### config.mk
export PLATFORM = sky130hd
export DESIGN_NAME = servo_jog_packet_encoder
export DESIGN_NICKNAME = d
export VERILOG_FILES = /design/src/hdl/sje_pkg.sv /design/src/hdl/servo_jog_packet_encoder.sv /design/src/hdl/sje_queue.sv /design/src/hdl/sje_front.sv /design/src/hdl/sje_back.sv
export SDC_FILE = /design/constraint.sdc
export NUM_CORES = 1
export LEC_CHECK = 0
export BUFFER_PORTS_ARGS = -buffer_cell sky130_fd_sc_hd__buf_4
export CAP_MARGIN = 10
export CORE_MARGIN = 1
export CORE_UTILIZATION = 65
export CTS_CLUSTER_SIZE = 20
export DETAILED_ROUTE_END_ITERATION = 8
export HOLD_SLACK_MARGIN = 0.02
export PLACE_DENSITY = 0.91
export SLEW_MARGIN = 20
export SYNTH_ARGS = -nofsm -noshare
export SYNTH_HDL_FRONTEND = slang
export SYNTH_SLANG_ARGS = --single-unit
### constraint.sdc
create_clock -name clk -period 8.41 [get_ports clk]
set_input_delay 0.841 -clock clk [delete_from_list [all_inputs] [get_ports clk]]
set_output_delay 0.841 -clock clk [all_outputs]
set_load 0.1 [all_outputs]
### src/hdl/sje_pkg.sv
package sje_pkg;

    // Configuration register indexes.
    localparam logic [2:0] REG_JOG_STEP   = 3'd0;
    localparam logic [2:0] REG_ANGLE_LIM  = 3'd1;
    localparam logic [2:0] REG_FIRST_ID   = 3'd2;
    localparam logic [2:0] REG_SECOND_ID  = 3'd3;

    // Register and state reset values.
    localparam logic [8:0] JOG_STEP_RST   = 9'd5;
    localparam logic [8:0] ANGLE_LIM_RST  = 9'd300;
    localparam logic [7:0] FIRST_ID_RST   = 8'd1;
    localparam logic [7:0] SECOND_ID_RST  = 8'd2;
    localparam logic [8:0] ANGLE_RST      = 9'd170;

    // Largest angle in degrees.
    localparam logic [8:0] ANGLE_MAX      = 9'd300;

    // Jog command bytes.
    localparam logic [7:0] CMD_FIRST_DOWN  = 8'h31;
    localparam logic [7:0] CMD_FIRST_UP    = 8'h32;
    localparam logic [7:0] CMD_SECOND_DOWN = 8'h33;
    localparam logic [7:0] CMD_SECOND_UP   = 8'h34;

    // Opcode carried in tuser.
    localparam logic OP_JOG    = 1'b0;
    localparam logic OP_DIRECT = 1'b1;

    // Fixed packet bytes.
    localparam logic [7:0] PKT_HEADER  = 8'hFF;
    localparam logic [7:0] PKT_LENGTH  = 8'h05;
    localparam logic [7:0] PKT_WRITE   = 8'h03;
    localparam logic [7:0] PKT_GOAL    = 8'h1E;
    localparam logic [7:0] PKT_FIXED_SUM = PKT_LENGTH + PKT_WRITE + PKT_GOAL;

    // Byte positions inside one packet.
    localparam logic [3:0] IDX_HDR0  = 4'd0;
    localparam logic [3:0] IDX_HDR1  = 4'd1;
    localparam logic [3:0] IDX_ID    = 4'd2;
    localparam logic [3:0] IDX_LEN   = 4'd3;
    localparam logic [3:0] IDX_INSTR = 4'd4;
    localparam logic [3:0] IDX_ADDR  = 4'd5;
    localparam logic [3:0] IDX_POS_L = 4'd6;
    localparam logic [3:0] IDX_POS_H = 4'd7;
    localparam logic [3:0] IDX_CHK   = 4'd8;

    // Position scaling: floor(angle * 1023 / 300) is computed as
    // floor((angle * 1023 / 4) * RECIP_MUL / 2^RECIP_SHIFT), which is exact
    // for every quotient below 77000.
    localparam logic [17:0] RECIP_MUL  = 18'd223697;
    localparam int          RECIP_SHIFT = 24;

    typedef struct packed {
        logic [8:0] jog_step;
        logic [8:0] angle_limit;
        logic [7:0] first_id;
        logic [7:0] second_id;
    } cfg_t;

    // One pending packet: servo id and 10-bit goal position.
    typedef struct packed {
        logic [7:0] id;
        logic [9:0] pos;
    } pkt_req_t;

    // Queue status seen by the front and back.
    typedef struct packed {
        logic full;
        logic empty;
    } q_stat_t;

    // Select one byte of a packet.
    function automatic logic [7:0] pkt_byte(input logic [3:0] idx, input logic [7:0] id,
                                            input logic [9:0] pos, input logic [7:0] chk);
        logic [7:0] b;
        unique case (idx)
            IDX_HDR0:  b = PKT_HEADER;
            IDX_HDR1:  b = PKT_HEADER;
            IDX_ID:    b = id;
            IDX_LEN:   b = PKT_LENGTH;
            IDX_INSTR: b = PKT_WRITE;
            IDX_ADDR:  b = PKT_GOAL;
            IDX_POS_L: b = pos[7:0];
            IDX_POS_H: b = {6'b0, pos[9:8]};
            IDX_CHK:   b = chk;
            default:   b = chk;
        endcase
        return b;
    endfunction

endpackage

### src/hdl/servo_jog_packet_encoder.sv
// The first packet byte follows an item transfer through the front pipeline, the queue,
// the back sequencer and its output register. Each packet is 9 byte transfers, sent back
// to back while m_tready holds; the front pipeline and queue absorb the next items.
// Reset is asynchronous: registers return to their defaults, both angles to 170,
// and the pipeline, queue and output stage are emptied.
module servo_jog_packet_encoder
    import sje_pkg::*;
#(
    parameter int QUEUE_DEPTH = 2
)
(
    input  logic        clk,
    input  logic        rst_n,
    input  logic        s_tvalid,
    output logic        s_tready,
    input  logic [31:0] s_tdata,  // command_byte[7:0], target_id[15:8], target_angle[24:16]
    input  logic        s_tuser,  // opcode
    output logic        m_tvalid,
    input  logic        m_tready,
    output logic [7:0]  m_tdata,  // packet_byte[7:0]
    output logic        m_tlast,
    input  logic        cfg_valid,
    output logic        cfg_ready,
    input  logic [2:0]  cfg_index,
    input  logic [8:0]  cfg_data
);

    cfg_t     cfg_reg, cfg_next;
    q_stat_t  q_stat;
    logic     q_push;
    logic     q_pop;
    pkt_req_t q_wr;
    pkt_req_t q_rd;

    assign cfg_ready = 1'b1;

    // Configuration register writes.
    always_comb
    begin
        cfg_next = cfg_reg;
        if (cfg_valid && cfg_ready)
        begin
            unique case (cfg_index)
                REG_JOG_STEP:  cfg_next.jog_step    = cfg_data;
                REG_ANGLE_LIM: cfg_next.angle_limit = cfg_data;
                REG_FIRST_ID:  cfg_next.first_id    = cfg_data[7:0];
                REG_SECOND_ID: cfg_next.second_id   = cfg_data[7:0];
                default:       cfg_next = cfg_reg;
            endcase
        end
    end

    always_ff @(posedge clk or negedge rst_n)
    begin
        if (!rst_n)
        begin
            cfg_reg.jog_step    <= JOG_STEP_RST;
            cfg_reg.angle_limit <= ANGLE_LIM_RST;
            cfg_reg.first_id    <= FIRST_ID_RST;
            cfg_reg.second_id   <= SECOND_ID_RST;
        end
        else
        begin
            cfg_reg <= cfg_next;
        end
    end

    sje_front u_front (
        .clk      (clk),
        .rst_n    (rst_n),
        .s_tvalid (s_tvalid),
        .s_tready (s_tready),
        .s_tdata  (s_tdata),
        .s_tuser  (s_tuser),
        .cfg      (cfg_reg),
        .q_stat   (q_stat),
        .q_push   (q_push),
        .q_data   (q_wr)
    );

    sje_queue #(
        .DEPTH (QUEUE_DEPTH)
    ) u_queue (
        .clk     (clk),
        .rst_n   (rst_n),
        .push    (q_push),
        .wr_data (q_wr),
        .pop     (q_pop),
        .rd_data (q_rd),
        .stat    (q_stat)
    );

    sje_back u_back (
        .clk      (clk),
        .rst_n    (rst_n),
        .q_stat   (q_stat),
        .q_head   (q_rd),
        .q_pop    (q_pop),
        .m_tvalid (m_tvalid),
        .m_tready (m_tready),
        .m_tdata  (m_tdata),
        .m_tlast  (m_tlast)
    );

    // The front never pushes into a full queue.
    a_no_overflow: assert property (@(posedge clk) disable iff (!rst_n)
        q_push |-> !q_stat.full)
        else $error("packet queue overflow");

    // The back never pops an empty queue.
    a_no_underflow: assert property (@(posedge clk) disable iff (!rst_n)
        q_pop |-> !q_stat.empty)
        else $error("packet queue underflow");

    // Input back-pressure only comes from a full queue.
    a_stall_cause: assert property (@(posedge clk) disable iff (!rst_n)
        !s_tready |-> q_stat.full)
        else $error("input stalled without a full queue");

endmodule

### src/hdl/sje_queue.sv
module sje_queue
    import sje_pkg::*;
#(
    parameter int DEPTH = 2
)
(
    input  logic     clk,
    input  logic     rst_n,
    input  logic     push,
    input  pkt_req_t wr_data,
    input  logic     pop,
    output pkt_req_t rd_data,
    output q_stat_t  stat
);

    localparam int PTR_W = (DEPTH > 1) ? $clog2(DEPTH) : 1;
    localparam int CNT_W = $clog2(DEPTH + 1);
    localparam logic [PTR_W-1:0] PTR_LAST = PTR_W'(DEPTH - 1);
    localparam logic [CNT_W-1:0] CNT_FULL = CNT_W'(DEPTH);

    pkt_req_t         mem_reg [DEPTH];
    logic [PTR_W-1:0] wr_ptr_reg, wr_ptr_next;
    logic [PTR_W-1:0] rd_ptr_reg, rd_ptr_next;
    logic [CNT_W-1:0] count_reg, count_next;

    assign rd_data    = mem_reg[rd_ptr_reg];
    assign stat.full  = (count_reg == CNT_FULL);
    assign stat.empty = (count_reg == '0);

    // Pointer and fill count update.
    always_comb
    begin
        wr_ptr_next = wr_ptr_reg;
        rd_ptr_next = rd_ptr_reg;
        count_next  = count_reg;
        if (push)
        begin
            wr_ptr_next = (wr_ptr_reg == PTR_LAST) ? '0 : wr_ptr_reg + 1'b1;
        end
        if (pop)
        begin
            rd_ptr_next = (rd_ptr_reg == PTR_LAST) ? '0 : rd_ptr_reg + 1'b1;
        end
        if (push && !pop)
        begin
            count_next = count_reg + 1'b1;
        end
        else if (pop && !push)
        begin
            count_next = count_reg - 1'b1;
        end
    end

    always_ff @(posedge clk or negedge rst_n)
    begin
        if (!rst_n)
        begin
            wr_ptr_reg <= '0;
            rd_ptr_reg <= '0;
            count_reg  <= '0;
        end
        else
        begin
            wr_ptr_reg <= wr_ptr_next;
            rd_ptr_reg <= rd_ptr_next;
            count_reg  <= count_next;
        end
    end

    // Entry storage needs no reset.
    always_ff @(posedge clk)
    begin
        if (push)
        begin
            mem_reg[wr_ptr_reg] <= wr_data;
        end
    end

endmodule

### src/hdl/sje_front.sv
module sje_front
    import sje_pkg::*;
(
    input  logic        clk,
    input  logic        rst_n,
    input  logic        s_tvalid,
    output logic        s_tready,
    input  logic [31:0] s_tdata,
    input  logic        s_tuser,
    input  cfg_t        cfg,
    input  q_stat_t     q_stat,
    output logic        q_push,
    output pkt_req_t    q_data
);

    logic [7:0] cmd;
    logic [7:0] tid;
    logic [8:0] tang;
    logic       accept;
    logic       enable;

    logic       cmd_hit;
    logic       sel_second;
    logic       step_up;
    logic [8:0] cur_angle;
    logic [8:0] limit;
    logic [9:0] up_sum;
    logic       jog_ok;
    logic [8:0] new_angle;
    logic [8:0] direct_angle;

    logic [8:0] first_angle_reg, first_angle_next;
    logic [8:0] second_angle_reg, second_angle_next;

    logic       a_valid_reg;
    logic [7:0] a_id_reg;
    logic [8:0] a_angle_reg;
    logic       b_valid_reg;
    logic [7:0] b_id_reg;
    logic [16:0] b_y_reg;
    logic       c_valid_reg;
    logic [7:0] c_id_reg;
    logic [9:0] c_pos_reg;

    logic [18:0] a_scaled;
    logic [34:0] b_prod;

    assign cmd  = s_tdata[7:0];
    assign tid  = s_tdata[15:8];
    assign tang = s_tdata[24:16];

    // The pipeline moves unless the last stage holds an entry the queue cannot take.
    assign enable   = !c_valid_reg || !q_stat.full;
    assign s_tready = enable;
    assign accept   = s_tvalid && s_tready;

    // Command decode.
    always_comb
    begin
        cmd_hit    = 1'b1;
        sel_second = 1'b0;
        step_up    = 1'b0;
        unique case (cmd)
            CMD_FIRST_DOWN:
            begin
                sel_second = 1'b0;
                step_up    = 1'b0;
            end
            CMD_FIRST_UP:
            begin
                sel_second = 1'b0;
                step_up    = 1'b1;
            end
            CMD_SECOND_DOWN:
            begin
                sel_second = 1'b1;
                step_up    = 1'b0;
            end
            CMD_SECOND_UP:
            begin
                sel_second = 1'b1;
                step_up    = 1'b1;
            end
            default:
            begin
                cmd_hit = 1'b0;
            end
        endcase
    end

    // Step range check, the new angle and the clamped direct angle.
    always_comb
    begin
        cur_angle    = sel_second ? second_angle_reg : first_angle_reg;
        limit        = (cfg.angle_limit > ANGLE_MAX) ? ANGLE_MAX : cfg.angle_limit;
        up_sum       = {1'b0, cur_angle} + {1'b0, cfg.jog_step};
        new_angle    = step_up ? up_sum[8:0] : (cur_angle - cfg.jog_step);
        jog_ok       = cmd_hit && (step_up ? (up_sum <= {1'b0, limit})
                                           : (cur_angle >= cfg.jog_step));
        direct_angle = (tang > ANGLE_MAX) ? ANGLE_MAX : tang;
    end

    // Stored angles change only on an accepted jog that stays in range.
    always_comb
    begin
        first_angle_next  = first_angle_reg;
        second_angle_next = second_angle_reg;
        if (accept && (s_tuser == OP_JOG) && jog_ok)
        begin
            if (sel_second)
            begin
                second_angle_next = new_angle;
            end
            else
            begin
                first_angle_next = new_angle;
            end
        end
    end

    always_ff @(posedge clk or negedge rst_n)
    begin
        if (!rst_n)
        begin
            first_angle_reg  <= ANGLE_RST;
            second_angle_reg <= ANGLE_RST;
        end
        else
        begin
            first_angle_reg  <= first_angle_next;
            second_angle_reg <= second_angle_next;
        end
    end

    // Scaling: angle * 1023 / 4, then the reciprocal multiply by 1/75.
    assign a_scaled = {a_angle_reg, 10'b0} - {10'b0, a_angle_reg};
    assign b_prod   = {18'b0, b_y_reg} * {17'b0, RECIP_MUL};

    // Pipeline valid bits.
    always_ff @(posedge clk or negedge rst_n)
    begin
        if (!rst_n)
        begin
            a_valid_reg <= 1'b0;
            b_valid_reg <= 1'b0;
            c_valid_reg <= 1'b0;
        end
        else if (enable)
        begin
            a_valid_reg <= accept && ((s_tuser == OP_DIRECT) || jog_ok);
            b_valid_reg <= a_valid_reg;
            c_valid_reg <= b_valid_reg;
        end
    end

    // Pipeline payload.
    always_ff @(posedge clk)
    begin
        if (enable)
        begin
            a_id_reg    <= (s_tuser == OP_DIRECT) ? tid
                         : (sel_second ? cfg.second_id : cfg.first_id);
            a_angle_reg <= (s_tuser == OP_DIRECT) ? direct_angle : new_angle;
            b_id_reg    <= a_id_reg;
            b_y_reg     <= a_scaled[18:2];
            c_id_reg    <= b_id_reg;
            c_pos_reg   <= b_prod[RECIP_SHIFT+9:RECIP_SHIFT];
        end
    end

    assign q_push      = c_valid_reg && enable;
    assign q_data.id   = c_id_reg;
    assign q_data.pos  = c_pos_reg;

endmodule

### src/hdl/sje_back.sv
module sje_back
    import sje_pkg::*;
(
    input  logic       clk,
    input  logic       rst_n,
    input  q_stat_t    q_stat,
    input  pkt_req_t   q_head,
    output logic       q_pop,
    output logic       m_tvalid,
    input  logic       m_tready,
    output logic [7:0] m_tdata,
    output logic       m_tlast
);

    logic       load;
    logic       at_end;

    logic       act_reg, act_next;
    logic [3:0] idx_reg, idx_next;
    logic [7:0] id_reg;
    logic [9:0] pos_reg;
    logic [7:0] chk_reg;
    logic       out_valid_reg, out_valid_next;
    logic [7:0] out_byte_reg;
    logic       out_last_reg;
    logic [7:0] head_sum;

    // The output register takes a new byte when empty or being drained.
    assign load   = !out_valid_reg || m_tready;
    assign at_end = (idx_reg == IDX_CHK);
    assign q_pop  = load && !q_stat.empty && (!act_reg || at_end);

    assign head_sum = q_head.id + PKT_FIXED_SUM + q_head.pos[7:0] + {6'b0, q_head.pos[9:8]};

    // Byte sequencer.
    always_comb
    begin
        act_next       = act_reg;
        idx_next       = idx_reg;
        out_valid_next = out_valid_reg;
        if (load)
        begin
            out_valid_next = act_reg;
            if (act_reg)
            begin
                idx_next = idx_reg + 1'b1;
                if (at_end)
                begin
                    act_next = 1'b0;
                end
            end
            if (q_pop)
            begin
                act_next = 1'b1;
                idx_next = IDX_HDR0;
            end
        end
    end

    always_ff @(posedge clk or negedge rst_n)
    begin
        if (!rst_n)
        begin
            act_reg       <= 1'b0;
            idx_reg       <= IDX_HDR0;
            out_valid_reg <= 1'b0;
        end
        else
        begin
            act_reg       <= act_next;
            idx_reg       <= idx_next;
            out_valid_reg <= out_valid_next;
        end
    end

    // Packet fields and the output byte.
    always_ff @(posedge clk)
    begin
        if (q_pop)
        begin
            id_reg  <= q_head.id;
            pos_reg <= q_head.pos;
            chk_reg <= ~head_sum;
        end
        if (load && act_reg)
        begin
            out_byte_reg <= pkt_byte(idx_reg, id_reg, pos_reg, chk_reg);
            out_last_reg <= at_end;
        end
    end

    assign m_tvalid = out_valid_reg;
    assign m_tdata  = out_byte_reg;
    assign m_tlast  = out_last_reg;

endmodule
* Word-level counts from Yosys, hierarchy flattened *
Memories as Yosys holds them, arrays and structs flattened.
Cells that the tools add are included.

word-level totals
  register bits = 160
  memories = 1
  bits in writable memories = 36
  output and inout bits = 12

cells by class
  bitwise logic cells = 3
  multiplexer cells = 23
  add/sub/neg operators = 11
  equality and inequality tests = 16
  reduce and logical (&&, ||, !) cells = 38
  multipliers = 1
  order comparisons = 4

memories
  name             words  bits a word  rd ports  clocked after memory_dff  wr ports  line             RTL
  u_queue.mem_reg  2      18           1         0                         1         sje_queue.sv:21  pkt_req_t mem_reg [DEPTH];

operators by type and width
  kind                    count
  $pmux 8 s7              1
  $mux 9                  5
  $mul 17x18->34 const B  1
  $eq 8x6->1 const B      4
  $sub 19x9->19           1
  $gt 9x9->1 const B      2
  $eq 4x3->1 const B      4
  $mux 8                  2
  $reduce_and 2->1        7
  $logic_and 1x1->1       11
  $mux 1                  11
  $add 9x9->10            1
  $le 10x9->1             1
  $ge 9x9->1              1
  $sub 9x9->9             1
  $add 8x2->8             1
  $add 8x6->8 const B     1
  $add 8x8->8             1
  $eq 4x2->1 const B      2
  $mux 4                  2
  $not 8->8               1
  $logic_not 1->1         7
  $eq 3x2->1 const B      2
  $reduce_or 2->1         3
  other kinds (16)        23

* Logic depth before layout (Yosys ltp) *
  word-level depth = 10
  mapped depth = 21
  depth with buffers taken out = 21

* Cells and area by module *
A second synthesis with hierarchy kept.

unflattened totals
  cell total of the unflattened synthesis = 1225
  area, all modules = 14537.7 sq um

modules (own cells, without submodules)
  module                    cells each  seq. area each (sq um)  times used  area an instance (sq um)
  sje_front                 889         2337.2                  1           9465.3
  sje_back                  188         1201.2                  1           2219.6
  sje_queue                 72          1181.1                  1           1535.2
  servo_jog_packet_encoder  76          860.8                   1           1317.5

* Worst setup path before layout *
Ideal clock, no wire load.

  path type = input-to-reg
  start = input port s_tdata[3]
  end = register u_front.second_angle_reg[0]
  required time = 8.285 ns
  setup slack = 2.155 ns
  stages on the path = 20
  data arrival time = 6.130 ns
  setup time = 0.125 ns
  buffers on the path = 3
  cell sequence = or4_1 buf_2 nor2_1 clkbuf_1 mux2_2 ha_1 clkbuf_1 inv_1 a21oi_1 o31ai_1 a221oi_1 xnor2_1 inv_1 ha_1 o21ai_0 o21ai_0 a2111oi_4 a32oi_2 nor4_4 mux2_2

on the way
  cells in the longest elaborated chain, start to end = 10

RTL lines
  element                     line                            RTL
  from (decl)                 servo_jog_packet_encoder.sv:16  input logic [31:0] s_tdata,
  $eq 8x6->1                  sje_front.sv:63                 unique case (cmd)
  $reduce_or 2->1 (no line)   n/a
  $mux 1                      sje_front.sv:63
  $mux 9                      sje_front.sv:94                 cur_angle = sel_second ? second_angle_reg : first_angle_reg;
  $add 9x9->10                sje_front.sv:96                 up_sum = {1'b0, cur_angle} + {1'b0, cfg.jog_step};
  $le 10x9->1                 sje_front.sv:98                 jog_ok = cmd_hit && (step_up ? (up_sum <= {1'b0, limit})
  $mux 1                      sje_front.sv:98
  $logic_and 1x1->1           sje_front.sv:98
  $logic_and 1x1->1           sje_front.sv:108                if (accept && (s_tuser == OP_JOG) && jog_ok)
  $reduce_and 2->1 (no line)  n/a
  to (signal assigned)        sje_front.sv:131                second_angle_reg <= second_angle_next;
  to (decl)                   sje_front.sv:33                 logic [8:0] second_angle_reg, second_angle_next;

Several ways; a longest one is shown, not always the timed one.
A chain may end at the register's enable or synchronous reset.

* Worst setup path in the final report *
  start = register u_front.b_y_reg[15]
  end = register u_front.c_pos_reg[6] (data pin)

on the way
  cells in the longest elaborated chain, start to end = 1

RTL lines
  element                 line              RTL
  from (decl)             sje_front.sv:40   logic [16:0] b_y_reg;
  from (signal assigned)  sje_front.sv:165  b_y_reg <= a_scaled[18:2];
  $mul 17x18->34          sje_front.sv:137  assign b_prod = {18'b0, b_y_reg} * {17'b0, RECIP_MUL};
  net u_front.b_prod[30]  sje_front.sv:46   logic [34:0] b_prod;
  to (signal assigned)    sje_front.sv:167  c_pos_reg <= b_prod[RECIP_SHIFT+9:RECIP_SHIFT];
  to (decl)               sje_front.sv:43   logic [9:0] c_pos_reg;

The timed path passes the listed nets, and every way through them passes these cells.

==> metrics.log <==
[metrics] element type at the critical path end: flip-flop
[metrics] Final Critical Period: 6386 ps
[metrics] total number of clock tree sinks: 196
[metrics] ratio of cells with drive above 1 in the final layout: 15.15%
[metrics] family of cells with the greatest summed delay on the critical path: adder cells
[metrics] FFs w/ async S/R, synth: 33.16%
[metrics] slowest stage cell on the critical path: sky130_fd_sc_hd__o211ai_1
[metrics] result of the run: finished, final reports clean
[metrics] wire length of the first global-routing pass: 47.36 mm
[metrics] residual overflow from global routing: 0
[metrics] Max Clk Rate: 156.6 MHz
[metrics] number of setup violations in the final report: 0
[metrics] global-route usage over all layers: 28.18%
[metrics] DR pass1 iterations: 5
[metrics] count of input and output buffers: 53
[metrics] Hold WC Path Type: reg2reg
[metrics] number of slew-limit violations in the final report: 0
[metrics] nets@finish: 1,561
[metrics] Required @ worst endpoint: 8600 ps
[metrics] worst hold stages: 0
[metrics] count of cells resized by post-cts repair: 0
[metrics] mean post-synth cell area: 11.98 um2
[metrics] total number of vias: 8,796
[metrics] CTS Root Buffer Type: sky130_fd_sc_hd__clkbuf_16
[metrics] remaining routing DRC violations: 0
[metrics] final std cell area, no fill: 15,290 um2
[metrics] final-report hold violation count: 0
[metrics] count of distinct cell types in the synthesized netlist: 63
[metrics] area share of the leading cell type in the synthesized netlist: 28.10%
[metrics] number of antenna violations at the first check in global routing: 0
[metrics] routability congestion estimate: 0.9296
[metrics] number of H-tree branching levels: 4
[metrics] final critical-path share of the clock period: 75.93%
[metrics] Synth Instances: 1,168
[metrics] vias in the first global route: 9,589
[metrics] via density per instance: 5.802
[metrics] number of flops mapped to enable cells by yosys: 131
[metrics] maximum number of pins on one net before global-route repair: 66
[metrics] clk slew on worst S/H paths: 80 ps
[metrics] headroom to the max-slew limit: 41.05%
[metrics] Setup crit start kind: flip-flop
[metrics] worst-case hold slack: 417.5 ps
[metrics] later-pin clock latency in the skew report: 450 ps
[metrics] share of synthesized area occupied by flip-flops and latches: 39.87%
[metrics] critical path type: reg2reg
[metrics] synth top area cells: sky130_fd_sc_hd__edfxtp_1, sky130_fd_sc_hd__ha_1, sky130_fd_sc_hd__fa_1, sky130_fd_sc_hd__dfrtp_1, sky130_fd_sc_hd__inv_1
[metrics] syn nets: 1,501
[metrics] placed cell areas: 14,710 um2
[metrics] Ant. Diodes: 0
[metrics] clock tree from TritonCTS: built
[metrics] P&R area growth vs syn: 9.261%
[metrics] cell area after synthesis: 14,000 um2
[metrics] warnings from Yosys: 0
[metrics] Fill cells: 1,302
[metrics] total clock buffers created by CTS: 17
[metrics] hold buffer count at cts: 0
[metrics] Worst path most repeated cell: sky130_fd_sc_hd__fa_1
[metrics] reg2reg path depth: 17
[metrics] Initial Util: 66.38%
[metrics] die outline area: 22,130 um2
[metrics] transition time at the pin with the least slew margin: 884.2 ps
[metrics] register bit total from synthesis: 196
[metrics] Max Cap Violations: 0
[metrics] post-detailed-routing wire length: 28.33 mm
[metrics] detailed-route wire length per cell: 18.69 um
[metrics] cell type with the largest total area after synthesis: sky130_fd_sc_hd__edfxtp_1
[metrics] setup TNS: 0 ps
[metrics] number of top-level pins: 62
[metrics] Data arrival, critical path: 6580 ps
[metrics] detailed placer's ending HPWL: 21.44 mm
[metrics] vertical extent of the die: 148.7 um
[metrics] floorplan core area: 21,090 um2
[metrics] final worst clock skew: 16.59 ps
[metrics] instance count on the critical path: 17
[metrics] Starting DRT DRC Count: 590
[metrics] stage delay of the slowest cell on the critical path: 660 ps
[metrics] Crit Path Max Fanout: 7
[metrics] number of buffers on the longest clock path: 2
[metrics] setup repair after global routing missed its margin: no
[metrics] post-layout util: 72.52%
[metrics] Die W: 148.7 um
[metrics] number of antenna-violating nets in the routed design: 0
[metrics] total buffers and inverters traversed by the critical path: 4
[metrics] total number of placement rows: 53
[metrics] flip-flop count of the largest register after layout: 36
[metrics] Post-CTS Repair Setup Buffers: 0
[metrics] Primary FF master, synth: sky130_fd_sc_hd__edfxtp_1
[metrics] cell breakdown of the critical path: fa_1 -> fa_1 -> fa_1 -> inv_1 -> fa_1 -> inv_1 -> fa_1 -> inv_1 -> fa_1 -> inv_1 -> ha_1 -> nand4_1 -> or2_2 -> o211ai_1 -> o311a_1 -> nor4_1 -> a311o_1
[per-stage QoR]
stage / setup WS (ps) / std cells
3_5_place_dp: 1878 / 1484
4_1_cts: 2025 / 1516
3_3_place_gp: 1992 / 1484
6_report: 2024 / 1516
5_1_grt: 1846 / 1516
2_1_floorplan: 2155 / 1168
[final timing paths]
check / start / to / slack [ps]
max: u_front.b_y_reg[15] / u_front.c_pos_reg[6] / 2020
min: u_front.b_id_reg[4] / u_front.c_id_reg[4] / 420
max reg2reg: u_front.b_y_reg[15] / u_front.c_pos_reg[6] / 2020
min reg2reg: u_front.b_id_reg[4] / u_front.c_id_reg[4] / 420
max in group asynchronous: rst_n / u_queue.rd_ptr_reg / 7350
min in group asynchronous: rst_n / u_front.second_angle_reg[8] / 490
[cell usage after synthesis, types with 3 or more instances]
cell and number:
sky130_fd_sc_hd__a211oi_1 9, sky130_fd_sc_hd__a21o_1 10, sky130_fd_sc_hd__a21oi_1 44, sky130_fd_sc_hd__a22o_1 4
sky130_fd_sc_hd__and2_1 7, sky130_fd_sc_hd__buf_2 3, sky130_fd_sc_hd__clkbuf_1 12, sky130_fd_sc_hd__dfrtp_1 49
sky130_fd_sc_hd__dfstp_2 16, sky130_fd_sc_hd__edfxtp_1 131, sky130_fd_sc_hd__fa_1 106, sky130_fd_sc_hd__ha_1 177
sky130_fd_sc_hd__inv_1 229, sky130_fd_sc_hd__mux2_2 74, sky130_fd_sc_hd__mux2i_1 17, sky130_fd_sc_hd__nand2_1 48
sky130_fd_sc_hd__nand2b_1 14, sky130_fd_sc_hd__nand3_1 6, sky130_fd_sc_hd__nand4_1 8, sky130_fd_sc_hd__nor2_1 43
sky130_fd_sc_hd__nor2b_1 7, sky130_fd_sc_hd__nor3_1 6, sky130_fd_sc_hd__o21ai_0 43, sky130_fd_sc_hd__o21bai_1 7
sky130_fd_sc_hd__o22a_1 3, sky130_fd_sc_hd__o22ai_1 3, sky130_fd_sc_hd__o31ai_1 5, sky130_fd_sc_hd__or3_1 5
sky130_fd_sc_hd__xnor2_1 32, sky130_fd_sc_hd__xor2_1 11
[final cells by class]
class                           count  area [um2]  share of cell area, %
Inverter                          230       863.3                  5.645
Clock inverter                     15       156.4                  1.023
Multi-Input combinational cell    725        7488                  48.97
Tap cell                          275       344.1                  2.250
Timing Repair Buffer               58       435.4                  2.847
Clock buffer                       17       425.4                  2.782
Sequential cell                   196        5580                  36.49
[kinds of logic after synthesis]
logic type	Yosys count	synth area share [%]
buffers and inverters	247	6.677
and+or+nand+nor	155	5.435
DFF	196	39.87
muxes	91	7.169
xor gates and xnor gates	44	2.860
other	1	0.02679
AOI/OAI and AO/OA	151	6.982
adders and majority gates	283	30.98
[worst reg2reg max path, stage by stage (launching register included)]
cell and delay, ps:
sky130_fd_sc_hd__edfxtp_1 560, sky130_fd_sc_hd__fa_1 590, sky130_fd_sc_hd__fa_1 450, sky130_fd_sc_hd__fa_1 560, sky130_fd_sc_hd__inv_1 60, sky130_fd_sc_hd__fa_1 530
sky130_fd_sc_hd__inv_1 60, sky130_fd_sc_hd__fa_1 560, sky130_fd_sc_hd__inv_1 60, sky130_fd_sc_hd__fa_1 520, sky130_fd_sc_hd__inv_1 40, sky130_fd_sc_hd__ha_1 290
sky130_fd_sc_hd__nand4_1 140, sky130_fd_sc_hd__or2_2 320, sky130_fd_sc_hd__o211ai_1 660, sky130_fd_sc_hd__o311a_1 330, sky130_fd_sc_hd__nor4_1 60, sky130_fd_sc_hd__a311o_1 340
[per-layer routing]
layer / GRT usage [%] / wire length, um / up-vias / part of all wire [%]
met5: 0 / 0 / - / 0
met4: 12.40 / 961 / 0 / 3.4
met3: 4.924 / 1503 / 77 / 5.3
met2: 48.39 / 14550 / 315 / 51
met1: 35.13 / 11320 / 4338 / 40
li1: - / - / 4066 / -
[layout by cell type, fill, tap and decap left out, types with 10 or more instances in the layout]
cell,count
sky130_fd_sc_hd__inv_1,229
sky130_fd_sc_hd__ha_1,177
sky130_fd_sc_hd__edfxtp_1,131
sky130_fd_sc_hd__fa_1,106
sky130_fd_sc_hd__mux2_2,74
sky130_fd_sc_hd__buf_4,58
sky130_fd_sc_hd__dfrtp_1,49
sky130_fd_sc_hd__nand2_1,48
sky130_fd_sc_hd__a21oi_1,43
sky130_fd_sc_hd__o21ai_0,43
sky130_fd_sc_hd__nor2_1,42
sky130_fd_sc_hd__xnor2_1,32
sky130_fd_sc_hd__mux2i_1,17
sky130_fd_sc_hd__clkbuf_16,17
sky130_fd_sc_hd__dfstp_2,16
sky130_fd_sc_hd__nand2b_1,14
sky130_fd_sc_hd__xor2_1,11
sky130_fd_sc_hd__a21o_1,10
Power is not shown: default switching activity piles up to over one toggle a cycle in this logic, so the estimate is an artifact.
